===== config.mk =====
export PLATFORM = sky130hd
export DESIGN_NAME = hole_allocator_first_best_fit_unit
export DESIGN_NICKNAME = d
export VERILOG_FILES = /design/src/rtl/hafb_pkg.sv /design/src/rtl/hafb_ram.sv /design/src/rtl/hafb_ctrl.sv /design/src/rtl/hafb_dpath.sv /design/src/rtl/hole_allocator_first_best_fit_unit.sv
export VERILOG_INCLUDE_DIRS = /design/src /design/src/rtl
export SDC_FILE = /design/constraint.sdc
export NUM_CORES = 1
export LEC_CHECK = 0
export CAP_MARGIN = 20
export CORE_AREA = 2 2 172 241
export CTS_CLUSTER_DIAMETER = 60
export DETAILED_ROUTE_END_ITERATION = 16
export DIE_AREA = 0 0 174 243
export DONT_BUFFER_PORTS = 1
export SYNTH_ARGS = -nofsm -noshare
export SYNTH_HDL_FRONTEND = slang
export SYNTH_SLANG_ARGS = --single-unit

===== constraint.sdc =====
create_clock -name clk_i -period 4.4 [get_ports clk_i]
set_input_delay 0.22 -clock clk_i [delete_from_list [all_inputs] [get_ports clk_i]]
set_output_delay 0.22 -clock clk_i [all_outputs]
set_load 0.005 [all_outputs]

===== src/rtl/hole_allocator_first_best_fit_unit_assert.svh =====
// Assertion macros for the hole allocator unit.
// Included by the top level; no other dependencies.
`ifndef HOLE_ALLOCATOR_FIRST_BEST_FIT_UNIT_ASSERT_SVH
`define HOLE_ALLOCATOR_FIRST_BEST_FIT_UNIT_ASSERT_SVH

`ifndef ASSERT_OFF
// Concurrent assertion on a given clock and active-low reset.
`define HAFB_ASSERT_AT(lbl, clk, rst_n, prop) \
  lbl: assert property (@(posedge clk) disable iff (!rst_n) (prop)) \
    else $error("hole allocator assertion failed");
// Same, on the default clock and reset names.
`define HAFB_ASSERT(lbl, prop) `HAFB_ASSERT_AT(lbl, clk_i, rst_ni, prop)
`else
`define HAFB_ASSERT_AT(lbl, clk, rst_n, prop)
`define HAFB_ASSERT(lbl, prop)
`endif

`endif


===== src/rtl/hafb_pkg.sv =====
// Shared types and constants for the hole allocator unit.
// No dependencies.
package hafb_pkg;

  localparam int NUM_HOLES_DEF = 16;
  localparam int SIZE_BITS_DEF = 16;
  localparam int HOLE_IDX_W    = 4;
  localparam int FIELD_W       = 16;
  localparam int CNT_W         = 5;
  localparam int PADDR_W       = 3;
  localparam int PDATA_W       = 32;

  localparam logic KIND_LOAD = 1'b0;
  localparam logic KIND_REQ  = 1'b1;

  localparam logic MODE_FIRST = 1'b0;
  localparam logic MODE_BEST  = 1'b1;

  localparam logic REG_FIT_MODE   = 1'b0;
  localparam logic REG_HOLE_COUNT = 1'b1;

  localparam logic [CNT_W-1:0] HOLE_COUNT_RST = CNT_W'(16);

  typedef struct packed {
    logic                  kind;
    logic [HOLE_IDX_W-1:0] hole_index;
    logic [FIELD_W-1:0]    size;
  } in_item_t;

  typedef struct packed {
    logic                  granted;
    logic [HOLE_IDX_W-1:0] chosen_hole;
    logic [FIELD_W-1:0]    remaining;
  } out_item_t;

  typedef struct packed {
    logic capture;  // latch the accepted item, clear the search
    logic step;     // advance the scan by one entry
    logic finish;   // write back and load the result register
  } hafb_cmd_t;

  typedef struct packed {
    logic scan_done;
    logic out_free;
  } hafb_stat_t;

endpackage


===== src/rtl/hafb_ram.sv =====
// Generic simple dual-port RAM, one write and one registered read port.
// No dependencies.
module hafb_ram #(
  parameter int WIDTH = 16,
  parameter int DEPTH = 16,
  localparam int AW = (DEPTH > 1) ? $clog2(DEPTH) : 1
) (
  input  logic             clk_i,
  input  logic             we_i,
  input  logic [AW-1:0]    waddr_i,
  input  logic [WIDTH-1:0] wdata_i,
  input  logic             re_i,
  input  logic [AW-1:0]    raddr_i,
  output logic [WIDTH-1:0] rdata_o
);

  logic [WIDTH-1:0] mem_q [DEPTH];
  logic [WIDTH-1:0] rdata_q;

  always_ff @(posedge clk_i) begin
    if (we_i) begin
      mem_q[waddr_i] <= wdata_i;
    end
    if (re_i) begin
      rdata_q <= mem_q[raddr_i];
    end
  end

  assign rdata_o = rdata_q;

endmodule


===== src/rtl/hafb_ctrl.sv =====
// Sequencer for the hole allocator: accept, scan, write back.
// Depends on hafb_pkg.
module hafb_ctrl
  import hafb_pkg::*;
(
  input  logic       clk_i,
  input  logic       rst_ni,
  input  logic       in_valid_i,
  input  logic       in_kind_i,
  output logic       in_ready_o,
  input  hafb_stat_t stat_i,
  output hafb_cmd_t  cmd_o
);

  typedef enum logic [1:0] {
    ST_IDLE,
    ST_SCAN,
    ST_FINISH
  } state_e;

  state_e state_q, state_d;

  always_comb begin
    state_d     = state_q;
    in_ready_o  = 1'b0;
    cmd_o       = '0;
    case (state_q)
      ST_IDLE: begin
        in_ready_o = 1'b1;
        if (in_valid_i) begin
          cmd_o.capture = 1'b1;
          state_d = (in_kind_i == KIND_REQ) ? ST_SCAN : ST_FINISH;
        end
      end
      ST_SCAN: begin
        cmd_o.step = 1'b1;
        if (stat_i.scan_done) begin
          state_d = ST_FINISH;
        end
      end
      ST_FINISH: begin
        if (stat_i.out_free) begin
          cmd_o.finish = 1'b1;
          state_d = ST_IDLE;
        end
      end
      default: begin
        state_d = ST_IDLE;
      end
    endcase
  end

  always_ff @(posedge clk_i or negedge rst_ni) begin
    if (!rst_ni) begin
      state_q <= ST_IDLE;
    end else begin
      state_q <= state_d;
    end
  end

endmodule


===== src/rtl/hafb_dpath.sv =====
// Datapath for the hole allocator: free-size RAM, scan pointer, best pick, result.
// Depends on hafb_pkg and hafb_ram.
module hafb_dpath
  import hafb_pkg::*;
#(
  parameter int NUM_HOLES = NUM_HOLES_DEF,
  parameter int SIZE_BITS = SIZE_BITS_DEF
) (
  input  logic             clk_i,
  input  logic             rst_ni,
  input  hafb_cmd_t        cmd_i,
  output hafb_stat_t       stat_o,
  input  in_item_t         in_item_i,
  input  logic             fit_mode_i,
  input  logic [CNT_W-1:0] hole_count_i,
  input  logic             out_ready_i,
  output logic             out_valid_o,
  output out_item_t        out_item_o
);

  localparam int AW = $clog2(NUM_HOLES);
  localparam int PW = $clog2(NUM_HOLES + 1);
  localparam int CW = (PW > CNT_W) ? PW : CNT_W;
  localparam int LW = (PW > HOLE_IDX_W) ? PW : HOLE_IDX_W;
  localparam int SW = (SIZE_BITS > FIELD_W) ? SIZE_BITS : FIELD_W;

  logic                  kind_q;
  logic [HOLE_IDX_W-1:0] idx_q;
  logic [SIZE_BITS-1:0]  size_q;
  logic [PW-1:0]         ptr_q;
  logic                  pend_q, pend_vld_q;
  logic [AW-1:0]         pend_idx_q;
  logic                  found_q;
  logic [AW-1:0]         best_idx_q;
  logic [SIZE_BITS-1:0]  best_val_q;
  logic [NUM_HOLES-1:0]  valid_q;
  logic                  out_valid_q;
  out_item_t             out_q;

  logic [SW-1:0]         size_wide;
  logic [CW-1:0]         active;
  logic                  more, halt, issue, take, fits;
  logic [SIZE_BITS-1:0]  rd_data, rd_val, new_val, wr_data, rem_val;
  logic [LW-1:0]         idx_wide;
  logic                  ld_ok, is_load, wr_en;
  logic [AW-1:0]         wr_addr;

  assign size_wide = SW'(in_item_i.size);
  assign active    = (CW'(hole_count_i) > CW'(NUM_HOLES)) ? CW'(NUM_HOLES)
                                                         : CW'(hole_count_i);
  assign more      = CW'(ptr_q) < active;
  // First fit stops reading once a hole is found.
  assign halt      = found_q && (fit_mode_i == MODE_FIRST);
  assign issue     = cmd_i.step && more && !halt;

  assign rd_val  = pend_vld_q ? rd_data : '0;
  assign fits    = rd_val >= size_q;
  assign take    = cmd_i.step && pend_q && fits &&
                   (!found_q || ((fit_mode_i == MODE_BEST) && (rd_val < best_val_q)));

  assign stat_o.scan_done = !pend_q && !(more && !halt);
  assign stat_o.out_free  = !out_valid_q || out_ready_i;

  assign is_load  = (kind_q == KIND_LOAD);
  assign idx_wide = LW'(idx_q);
  assign ld_ok    = idx_wide < LW'(NUM_HOLES);
  assign new_val  = best_val_q - size_q;
  assign wr_en    = cmd_i.finish && (is_load ? ld_ok : found_q);
  assign wr_addr  = is_load ? idx_wide[AW-1:0] : best_idx_q;
  assign wr_data  = is_load ? size_q : new_val;
  assign rem_val  = is_load ? (ld_ok ? size_q : '0) : (found_q ? new_val : '0);

  hafb_ram #(
    .WIDTH (SIZE_BITS),
    .DEPTH (NUM_HOLES)
  ) u_ram (
    .clk_i   (clk_i),
    .we_i    (wr_en),
    .waddr_i (wr_addr),
    .wdata_i (wr_data),
    .re_i    (issue),
    .raddr_i (ptr_q[AW-1:0]),
    .rdata_o (rd_data)
  );

  // Item and result payload.
  always_ff @(posedge clk_i) begin
    if (cmd_i.capture) begin
      kind_q <= in_item_i.kind;
      idx_q  <= in_item_i.hole_index;
      size_q <= size_wide[SIZE_BITS-1:0];
    end
    if (issue) begin
      pend_idx_q <= ptr_q[AW-1:0];
      pend_vld_q <= valid_q[ptr_q[AW-1:0]];
    end
    if (take) begin
      best_idx_q <= pend_idx_q;
      best_val_q <= rd_val;
    end
    if (cmd_i.finish) begin
      out_q.granted     <= !is_load && found_q;
      out_q.chosen_hole <= is_load ? idx_q : (found_q ? HOLE_IDX_W'(best_idx_q) : '0);
      out_q.remaining   <= FIELD_W'(SW'(rem_val));
    end
  end

  // Scan control, entry valid bits and output valid.
  always_ff @(posedge clk_i or negedge rst_ni) begin
    if (!rst_ni) begin
      ptr_q       <= '0;
      pend_q      <= 1'b0;
      found_q     <= 1'b0;
      valid_q     <= '0;
      out_valid_q <= 1'b0;
    end else begin
      if (cmd_i.capture) begin
        ptr_q   <= '0;
        pend_q  <= 1'b0;
        found_q <= 1'b0;
      end else if (cmd_i.step) begin
        pend_q <= issue;
        if (issue) begin
          ptr_q <= ptr_q + PW'(1);
        end
        if (take) begin
          found_q <= 1'b1;
        end
      end
      if (wr_en) begin
        valid_q[wr_addr] <= 1'b1;
      end
      if (cmd_i.finish) begin
        out_valid_q <= 1'b1;
      end else if (out_ready_i) begin
        out_valid_q <= 1'b0;
      end
    end
  end

  assign out_valid_o = out_valid_q;
  assign out_item_o  = out_q;

endmodule


===== src/rtl/hole_allocator_first_best_fit_unit.sv =====
// Top level of the hole allocator: APB registers, sequencer and datapath.
// Depends on hafb_pkg, hafb_ctrl, hafb_dpath and the assertion header.
//
// Usage:
//   Input channel (in_valid_i/in_ready_o, in_item_i) takes one item per
//   transfer: kind load writes a hole's total size, kind request asks for
//   space. Output channel (out_valid_o/out_ready_i, out_item_o) returns one
//   result per item, in order.
//   A load goes from its transfer through the write-back step into the
//   output register, and the unit takes the next item once it is back in
//   idle. A request scans the free-size RAM one entry per cycle through
//   its single read port, over the entries below A, the active hole count
//   min(hole_count, NUM_HOLES); first fit ends the scan one entry after
//   the first fitting hole. One item is in work at a time.
//   The result sits in an output register, so the next item is taken while
//   a result waits; when the receiver stalls, a finished item holds in the
//   write-back step until the output register frees.
//   Reset: all holes read as free size zero (per-entry valid bits, no
//   clearing pass), fit_mode = first fit, hole_count = 16.
//   Registers: 0x0 fit_mode, 0x4 hole_count; write only while idle.
`include "hole_allocator_first_best_fit_unit_assert.svh"

module hole_allocator_first_best_fit_unit
  import hafb_pkg::*;
#(
  parameter int NUM_HOLES = NUM_HOLES_DEF,
  parameter int SIZE_BITS = SIZE_BITS_DEF
) (
  input  logic               clk_i,
  input  logic               rst_ni,
  input  logic               in_valid_i,
  output logic               in_ready_o,
  input  in_item_t           in_item_i,
  output logic               out_valid_o,
  input  logic               out_ready_i,
  output out_item_t          out_item_o,
  input  logic               psel,
  input  logic               penable,
  input  logic               pwrite,
  input  logic [PADDR_W-1:0] paddr,
  input  logic [PDATA_W-1:0] pwdata,
  output logic [PDATA_W-1:0] prdata,
  output logic               pready
);

  logic             fit_mode_q;
  logic [CNT_W-1:0] hole_count_q;
  logic             cfg_wr;
  logic             reg_sel;
  hafb_cmd_t        cmd;
  hafb_stat_t       stat;

  // Register file: one word per register, decoded on address bit 2.
  assign pready  = 1'b1;
  assign reg_sel = paddr[2];
  assign cfg_wr  = psel && penable && pwrite && pready;

  always_ff @(posedge clk_i or negedge rst_ni) begin
    if (!rst_ni) begin
      fit_mode_q   <= MODE_FIRST;
      hole_count_q <= HOLE_COUNT_RST;
    end else if (cfg_wr) begin
      if (reg_sel == REG_FIT_MODE) begin
        fit_mode_q <= pwdata[0];
      end else begin
        hole_count_q <= pwdata[CNT_W-1:0];
      end
    end
  end

  always_comb begin
    prdata = '0;
    case (reg_sel)
      REG_FIT_MODE:   prdata = PDATA_W'(fit_mode_q);
      REG_HOLE_COUNT: prdata = PDATA_W'(hole_count_q);
      default:        prdata = '0;
    endcase
  end

  // Sequence each item: capture, scan (requests only), write back.
  hafb_ctrl u_ctrl (
    .clk_i      (clk_i),
    .rst_ni     (rst_ni),
    .in_valid_i (in_valid_i),
    .in_kind_i  (in_item_i.kind),
    .in_ready_o (in_ready_o),
    .stat_i     (stat),
    .cmd_o      (cmd)
  );

  // Hold free sizes, pick the hole, drive the result register.
  hafb_dpath #(
    .NUM_HOLES (NUM_HOLES),
    .SIZE_BITS (SIZE_BITS)
  ) u_dpath (
    .clk_i        (clk_i),
    .rst_ni       (rst_ni),
    .cmd_i        (cmd),
    .stat_o       (stat),
    .in_item_i    (in_item_i),
    .fit_mode_i   (fit_mode_q),
    .hole_count_i (hole_count_q),
    .out_ready_i  (out_ready_i),
    .out_valid_o  (out_valid_o),
    .out_item_o   (out_item_o)
  );

  // Busy right after a transfer in: one item at a time.
  `HAFB_ASSERT(a_busy_after_accept, (in_valid_i && in_ready_o) |=> !in_ready_o)
  // Never overwrite a result the receiver has not taken.
  `HAFB_ASSERT(a_no_result_overwrite, cmd.finish |-> (!out_valid_o || out_ready_i))
  // Write-back always presents a result on the next cycle.
  `HAFB_ASSERT(a_result_after_finish, cmd.finish |=> out_valid_o)
  // Commands are exclusive.
  `HAFB_ASSERT(a_cmd_exclusive, $onehot0({cmd.capture, cmd.step, cmd.finish}))

endmodule


; ---- Word level (Yosys, flattened, before mapping)
; Memories as Yosys holds them, arrays and structs flattened. A register that Yosys moved wholly into a read port is not among the register bits.
; Cells that the tools add are included.
[totals]
regBits = 99
ram_bits = 256
output_inout_bits = 56
input_bits = 63
mem_count = 1
[memory_table]
columns = memory, depth, width, rd, rd_ports_with_merged_regs, write_ports, line
row1 = u_dpath.u_ram.mem_q, 16, 16, 1, 1, 1, hafb_ram.sv:17  ; logic [WIDTH-1:0] mem_q [DEPTH];
[classes]
n_bitwise = 3
reduce_logical = 31
order_cmp = 8
n_mux = 38
n_addsub = 2
eq_ne = 5
[ops]
columns = op, count
row1 = 16-bit two-way mux, 5
row2 = 32-bit one-hot mux with 2 select lines, 1
row3 = 5-bit two-way mux, 4
row4 = 1-bit two-way mux, 18
row5 = 16-bit >= comparator, 1
row6 = 16-bit < comparator, 1
row7 = 16-bit bitwise OR, 1
row8 = 16-bit subtractor, 1
row9 = "4-bit by 5-bit < comparator with 1-bit output, second input constant", 3
row10 = 1-bit logical AND, 14
row11 = 4-bit two-way mux, 3
row12 = 2-bit two-way mux, 4
row13 = 2-bit AND reduction, 4
row14 = 2-bit nonzero test, 4
row15 = "2-bit inequality test, second input constant", 3
row16 = 2-bit one-hot mux with 3 select lines, 1
row17 = "5-bit by 1-bit adder with 5-bit output, second input constant", 1
row18 = "5-bit greater-than comparator, second input constant", 1
row19 = 1-bit zero test, 5
row20 = 5-bit < comparator, 1
row21 = 1-bit binary-select mux with 4-bit select, 1
row22 = 1-bit demux with 4-bit select, 1
row23 = "4-bit by 1-bit >= comparator with 1-bit output, second input constant", 1
row24 = 3-bit AND reduction, 1
row25 = 5 further kinds, 7

; ---- Logic depth before layout (Yosys ltp)
[logic_depth]
depth_word = 8
depth_mapped = 11

; ---- Modules after synthesis
; From an unflattened synthesis, not the netlist that was laid out.
[hier_totals]
hier_cells = 946
hier_area_um2 = 16021.6
[by_module_without_submodules]
columns = module, instances, cells_each, seq_area_each_um2, area_each_um2
row1 = hafb_ram, 1, 432, 8167.8, 10203.5
row2 = hafb_dpath, 1, 452, 2612.5, 5197.5
row3 = hole_allocator_first_best_fit_unit, 1, 49, 151.4, 494.2
row4 = hafb_ctrl, 1, 13, 50.0, 126.4

; ---- Worst setup path after synthesis
; OpenSTA, ideal clock, no wires.
[synth_path]
kind = flip-flop to flip-flop
from = register u_ctrl.state_q[0]
to = memory u_dpath.u_ram.mem_q[13][0], enable pin
period_less_slack_ns = 3.557
t_required_ns = 4.011
n_path_buf = 0
path_stages_with_launch = 6
setup_slack_ns = 0.843
setup_time_ns = 0.389
arrival_time_ns = 3.168
cell_sequence = dfrtp_1 -> nand2b_1 -> nor2b_1 -> o21ai_0 -> or3_1 -> nor2_1
[synth_lines]
columns = element, line
row1 = start: declaration, hafb_ctrl.sv:21  ; state_e state_q, state_d;
row2 = start signal: assignment, hafb_ctrl.sv:57  ; state_q <= state_d;
row3 = end: declaration, hafb_ram.sv:17

; ---- Worst setup path after layout
[layout_path]
from = register u_dpath.best_val_q[0]
to = memory u_dpath.u_ram.mem_q[12][14], data pin
[layout_via]
elab_chain_cells = 2
[layout_lines]
columns = element, line
row1 = start: declaration, hafb_dpath.sv:35  ; logic [SIZE_BITS-1:0] best_val_q;
row2 = start signal: assignment, hafb_dpath.sv:99  ; best_val_q <= rd_val;
row3 = 16-bit subtractor, hafb_dpath.sv:67  ; assign new_val = best_val_q - size_q;
row4 = 16-bit two-way mux, hafb_dpath.sv:70  ; assign wr_data = is_load ? size_q : new_val;
row5 = named net u_dpath.u_ram.wdata_i[14], hafb_ram.sv:11  ; input logic [WIDTH-1:0] wdata_i,
; The timed path passes the listed nets, and every way through them passes these cells.

==> metrics <==
number of setup buffers added after CTS=0; critical path's slowest cell=fa_1; CP max stage delay=0.41 ns; die height=243 um; DR WL/cell=22.11 um; FFs w/ async S/R, synth=0.08625; setup violators final=0; Routed WL=34220 um; Critical Path Start Type=register; R2R setup slack=1.15 ns; Critical Path, Cell by Cell=inv_1 > ha_1 > inv_1 > fa_1 > a21o_1 > a221oi_2 > o21ai_2 > a311oi_2 > o31ai_1 > xor2_1 > mux2_4; hold_ws=0.04524 ns; Seq cells post-synth=371; min cycle time layout=3.246 ns; Fill cells=3430; Worst-path clk slew=0.07 ns; global route total overflow=0; worst hold path endpoint=u_ctrl.state_q[1]; Post-Synthesis Cell Area=15850 um2; Avg Cell Area, Syn=17.42 um2; clk sinks=371; root buffer cell=clkbuf_16; Initial DRC Count=475; Vias=8121; most used cell, CP=inv_1; final hold vios=0; Synth-to-Final Area Change=14.10%; Worst Reg-to-Reg Cells=11; Ports=119; DRC viols=0; FF/Latch Area=10990 um2; Slew @ Worst Pin=0.9854 ns; Multi-input gate area=4502 um2; Post-synth EDFFs=339; placed cells=1450; fin nets=1098; Setup crit end kind=register; Max-Cap Viols=0; Post-synth top flop=edfxtp_1; Hold Path Origin=in_item_i[20]; setup repair after global routing missed its margin=no; cells after synthesis=910; Finished Layout Cells=1548; Clock Skew=0.01461 ns; share of cells above drive strength 1=0.2278; leading area contributor after synthesis=edfxtp_1; CTS tree=built; crit-path max FO=16; FF-to-FF Start=u_dpath.best_val_q[0]; die area=42280 um2; fmax=308.0 MHz; Initial Utilization=0.3956; DR vias/cell=5.246; n_diodes=0; FF-to-FF End=u_dpath.u_ram.mem_q[12][14]; Leak Pwr=0.006389 uW; top cells by area, synth=edfxtp_1 (64%), mux4_2 (12%), dfrtp_1 (4.9%); outcome=finished clean; remaining antenna violation count=0; most frequent cells in the layout=edfxtp_1 (339), mux4_2 (85), ha_1 (47); Port Buffer Count=0; CP required=4.65 ns; Global Route Usage Sum=0.1657; Clock Tree Buf Depth=3; Resized cells post-CTS=0; Unique masters post-synth=54; fin. max-slew vios=0; period utilization=0.7378; Setup Total Neg Slack=0 ns; YS warnings=0; vias in the first global route=8616; Yosys top cell area share=0.6423; Worst Setup Path Type=register to register; global-route wire length before repair=52120 um; Top Family by Delay on Critical Path=compound AO/OA/AOI/OAI gates; drt pass-1 iters=5; Hold Crit Class=primary input to register; commonest non-fill, non-tap cell in the layout=edfxtp_1; initial antenna violation count=0; WP buf/inv=2; row count=87; Final HPWL DP=21780 um; hold depth=4; CP arrival=3.50 ns; Seq/Total Area, Yosys=0.6930; largest net degree at the start of global routing=50; H-tree depth=2; gpl congestion=0.8266; CTS buffer count=35; latest clock arrival within the worst-skew pair=0.54 ns; core box area=40060 um2; pwr dens=575.0 nW/um2; Rel. slew slack=0.3423; worst vdd ir=0.2314 mV; Die W=174 um
where the power goes:
| group | switching (uW) | leakage, uW | internal (uW) |
|---|---|---|---|
| combinational | 1410 | 0.00236 | 1200 |
| sequential | 305 | 0.00349 | 4560 |
| clock | 1300 | 0.000535 | 1630 |
cells by family (layout without fill, tap and decap cells):
logic type | after synthesis | count (layout) | synth area share
AO/OA/AOI/OAI | 107 | 107 | 0.04508
adder cells (fa/ha/maj) | 50 | 50 | 0.03963
multiplexers | 101 | 101 | 0.1319
other | 2 | 28 | 0.0004739
XOR/XNOR | 16 | 16 | 0.008842
flip-flops | 371 | 371 | 0.6930
buffers and inverters | 104 | 182 | 0.03182
AND/OR/NAND/NOR | 159 | 159 | 0.04927
sequential cells by signal (all words and copies together), names as in the netlist:
register and count:
u_dpath.u_ram.mem_q 256, u_dpath.out_item_o 21, u_dpath.best_val_q 16, u_dpath.size_q 16
u_dpath.u_ram.rdata_o 16, u_dpath.valid_q 16, hole_count_q 5, u_dpath.ptr_q 5
u_dpath.best_idx_q 4, u_dpath.idx_q 4, u_dpath.pend_idx_q 4, u_ctrl.state_q 2
fit_mode_q 1, u_dpath.found_q 1, u_dpath.kind_q 1, u_dpath.out_valid_o 1
u_dpath.pend_q 1, u_dpath.pend_vld_q 1
cell type report:
type,instances,area share
sequential,371,0.6076
multi-input combinational,461,0.2490
clock buffer,40,0.05065
tap,534,0.03695
timing repair buffer,73,0.03598
clock inverter,24,0.01052
inverter,45,0.009341
metrics by stage:
stage	worst slack (ns)	utilization	instance area, um2	total power (uW)
2_1_floorplan	0.8426	-	15950	6713
3_3_place_gp	1.181	0.4152	16630	7494
3_5_place_dp	1.152	0.4152	16630	7556
4_1_cts	1.135	0.4510	18070	10520
5_1_grt	1.006	0.4514	18080	10930
6_report	1.154	0.4514	18080	10400
metal layers:
metal | share of wire | up-vias | global-route usage | wire, um
li1 | - | 3648 | - | -
met1 | 0.38 | 4188 | 0.1887 | 13110
met2 | 0.55 | 218 | 0.3092 | 18690
met3 | 0.034 | 67 | 0.02224 | 1170
met4 | 0.036 | 0 | 0.07044 | 1247
met5 | 0 | - | 0 | 0
worst max-delay path by stage:
stage | startpoint | to | cells after the start
3_3_place_gp | u_dpath.best_val_q[0] | u_dpath.u_ram.mem_q[6][14] | 11
2_1_floorplan | u_ctrl.state_q[0] | u_dpath.u_ram.mem_q[13][0] | 5
6_report | u_dpath.best_val_q[0] | u_dpath.u_ram.mem_q[12][14] | 11
3_5_place_dp | u_dpath.best_val_q[0] | u_dpath.u_ram.mem_q[7][14] | 11
4_1_cts | u_dpath.best_val_q[0] | u_dpath.u_ram.mem_q[0][14] | 11
5_1_grt | u_dpath.best_val_q[0] | u_dpath.u_ram.mem_q[0][14] | 11
worst register-to-register path, cell delays in order (launching register included):
cell	delay [ns]
edfxtp_1	0.39
inv_1	0.07
ha_1	0.17
inv_1	0.06
fa_1	0.41
a21o_1	0.21
a221oi_2	0.36
o21ai_2	0.19
a311oi_2	0.40
o31ai_1	0.15
xor2_1	0.17
mux2_4	0.37
Yosys cell counts, types with 2 or more instances:
cell / n
dfrtp_1: 31
o21ai_0: 25
nor2b_1: 6
xor2_1: 6
ha_1: 47
buf_2: 7
a31o_2: 2
clkbuf_1: 23
a22o_1: 6
inv_1: 44
o21a_1: 9
a21o_1: 17
nor2_1: 37
nand4_1: 7
mux2i_1: 6
or2_2: 16
nand2_1: 44
nand2b_1: 5
a32oi_1: 2
a31oi_1: 2
mux2_2: 9
a211oi_1: 3
a22oi_1: 2
or3_1: 2
o31ai_1: 2
and3_1: 4
o2111ai_1: 3
maj3_1: 2
nand3_1: 8
nor3_1: 5
mux4_2: 85
a21oi_1: 25
xnor2_1: 10
edfxtp_1: 339
conb_1: 2
and2_1: 22
buf_4: 28
repair_timing:
item / CTS / global route
hold buffers: 32 / 0
endpoints found under the hold margin: 62 / 0
endpoints found under the setup margin: 0 / 0
Power figures use the tool's default switching activity.
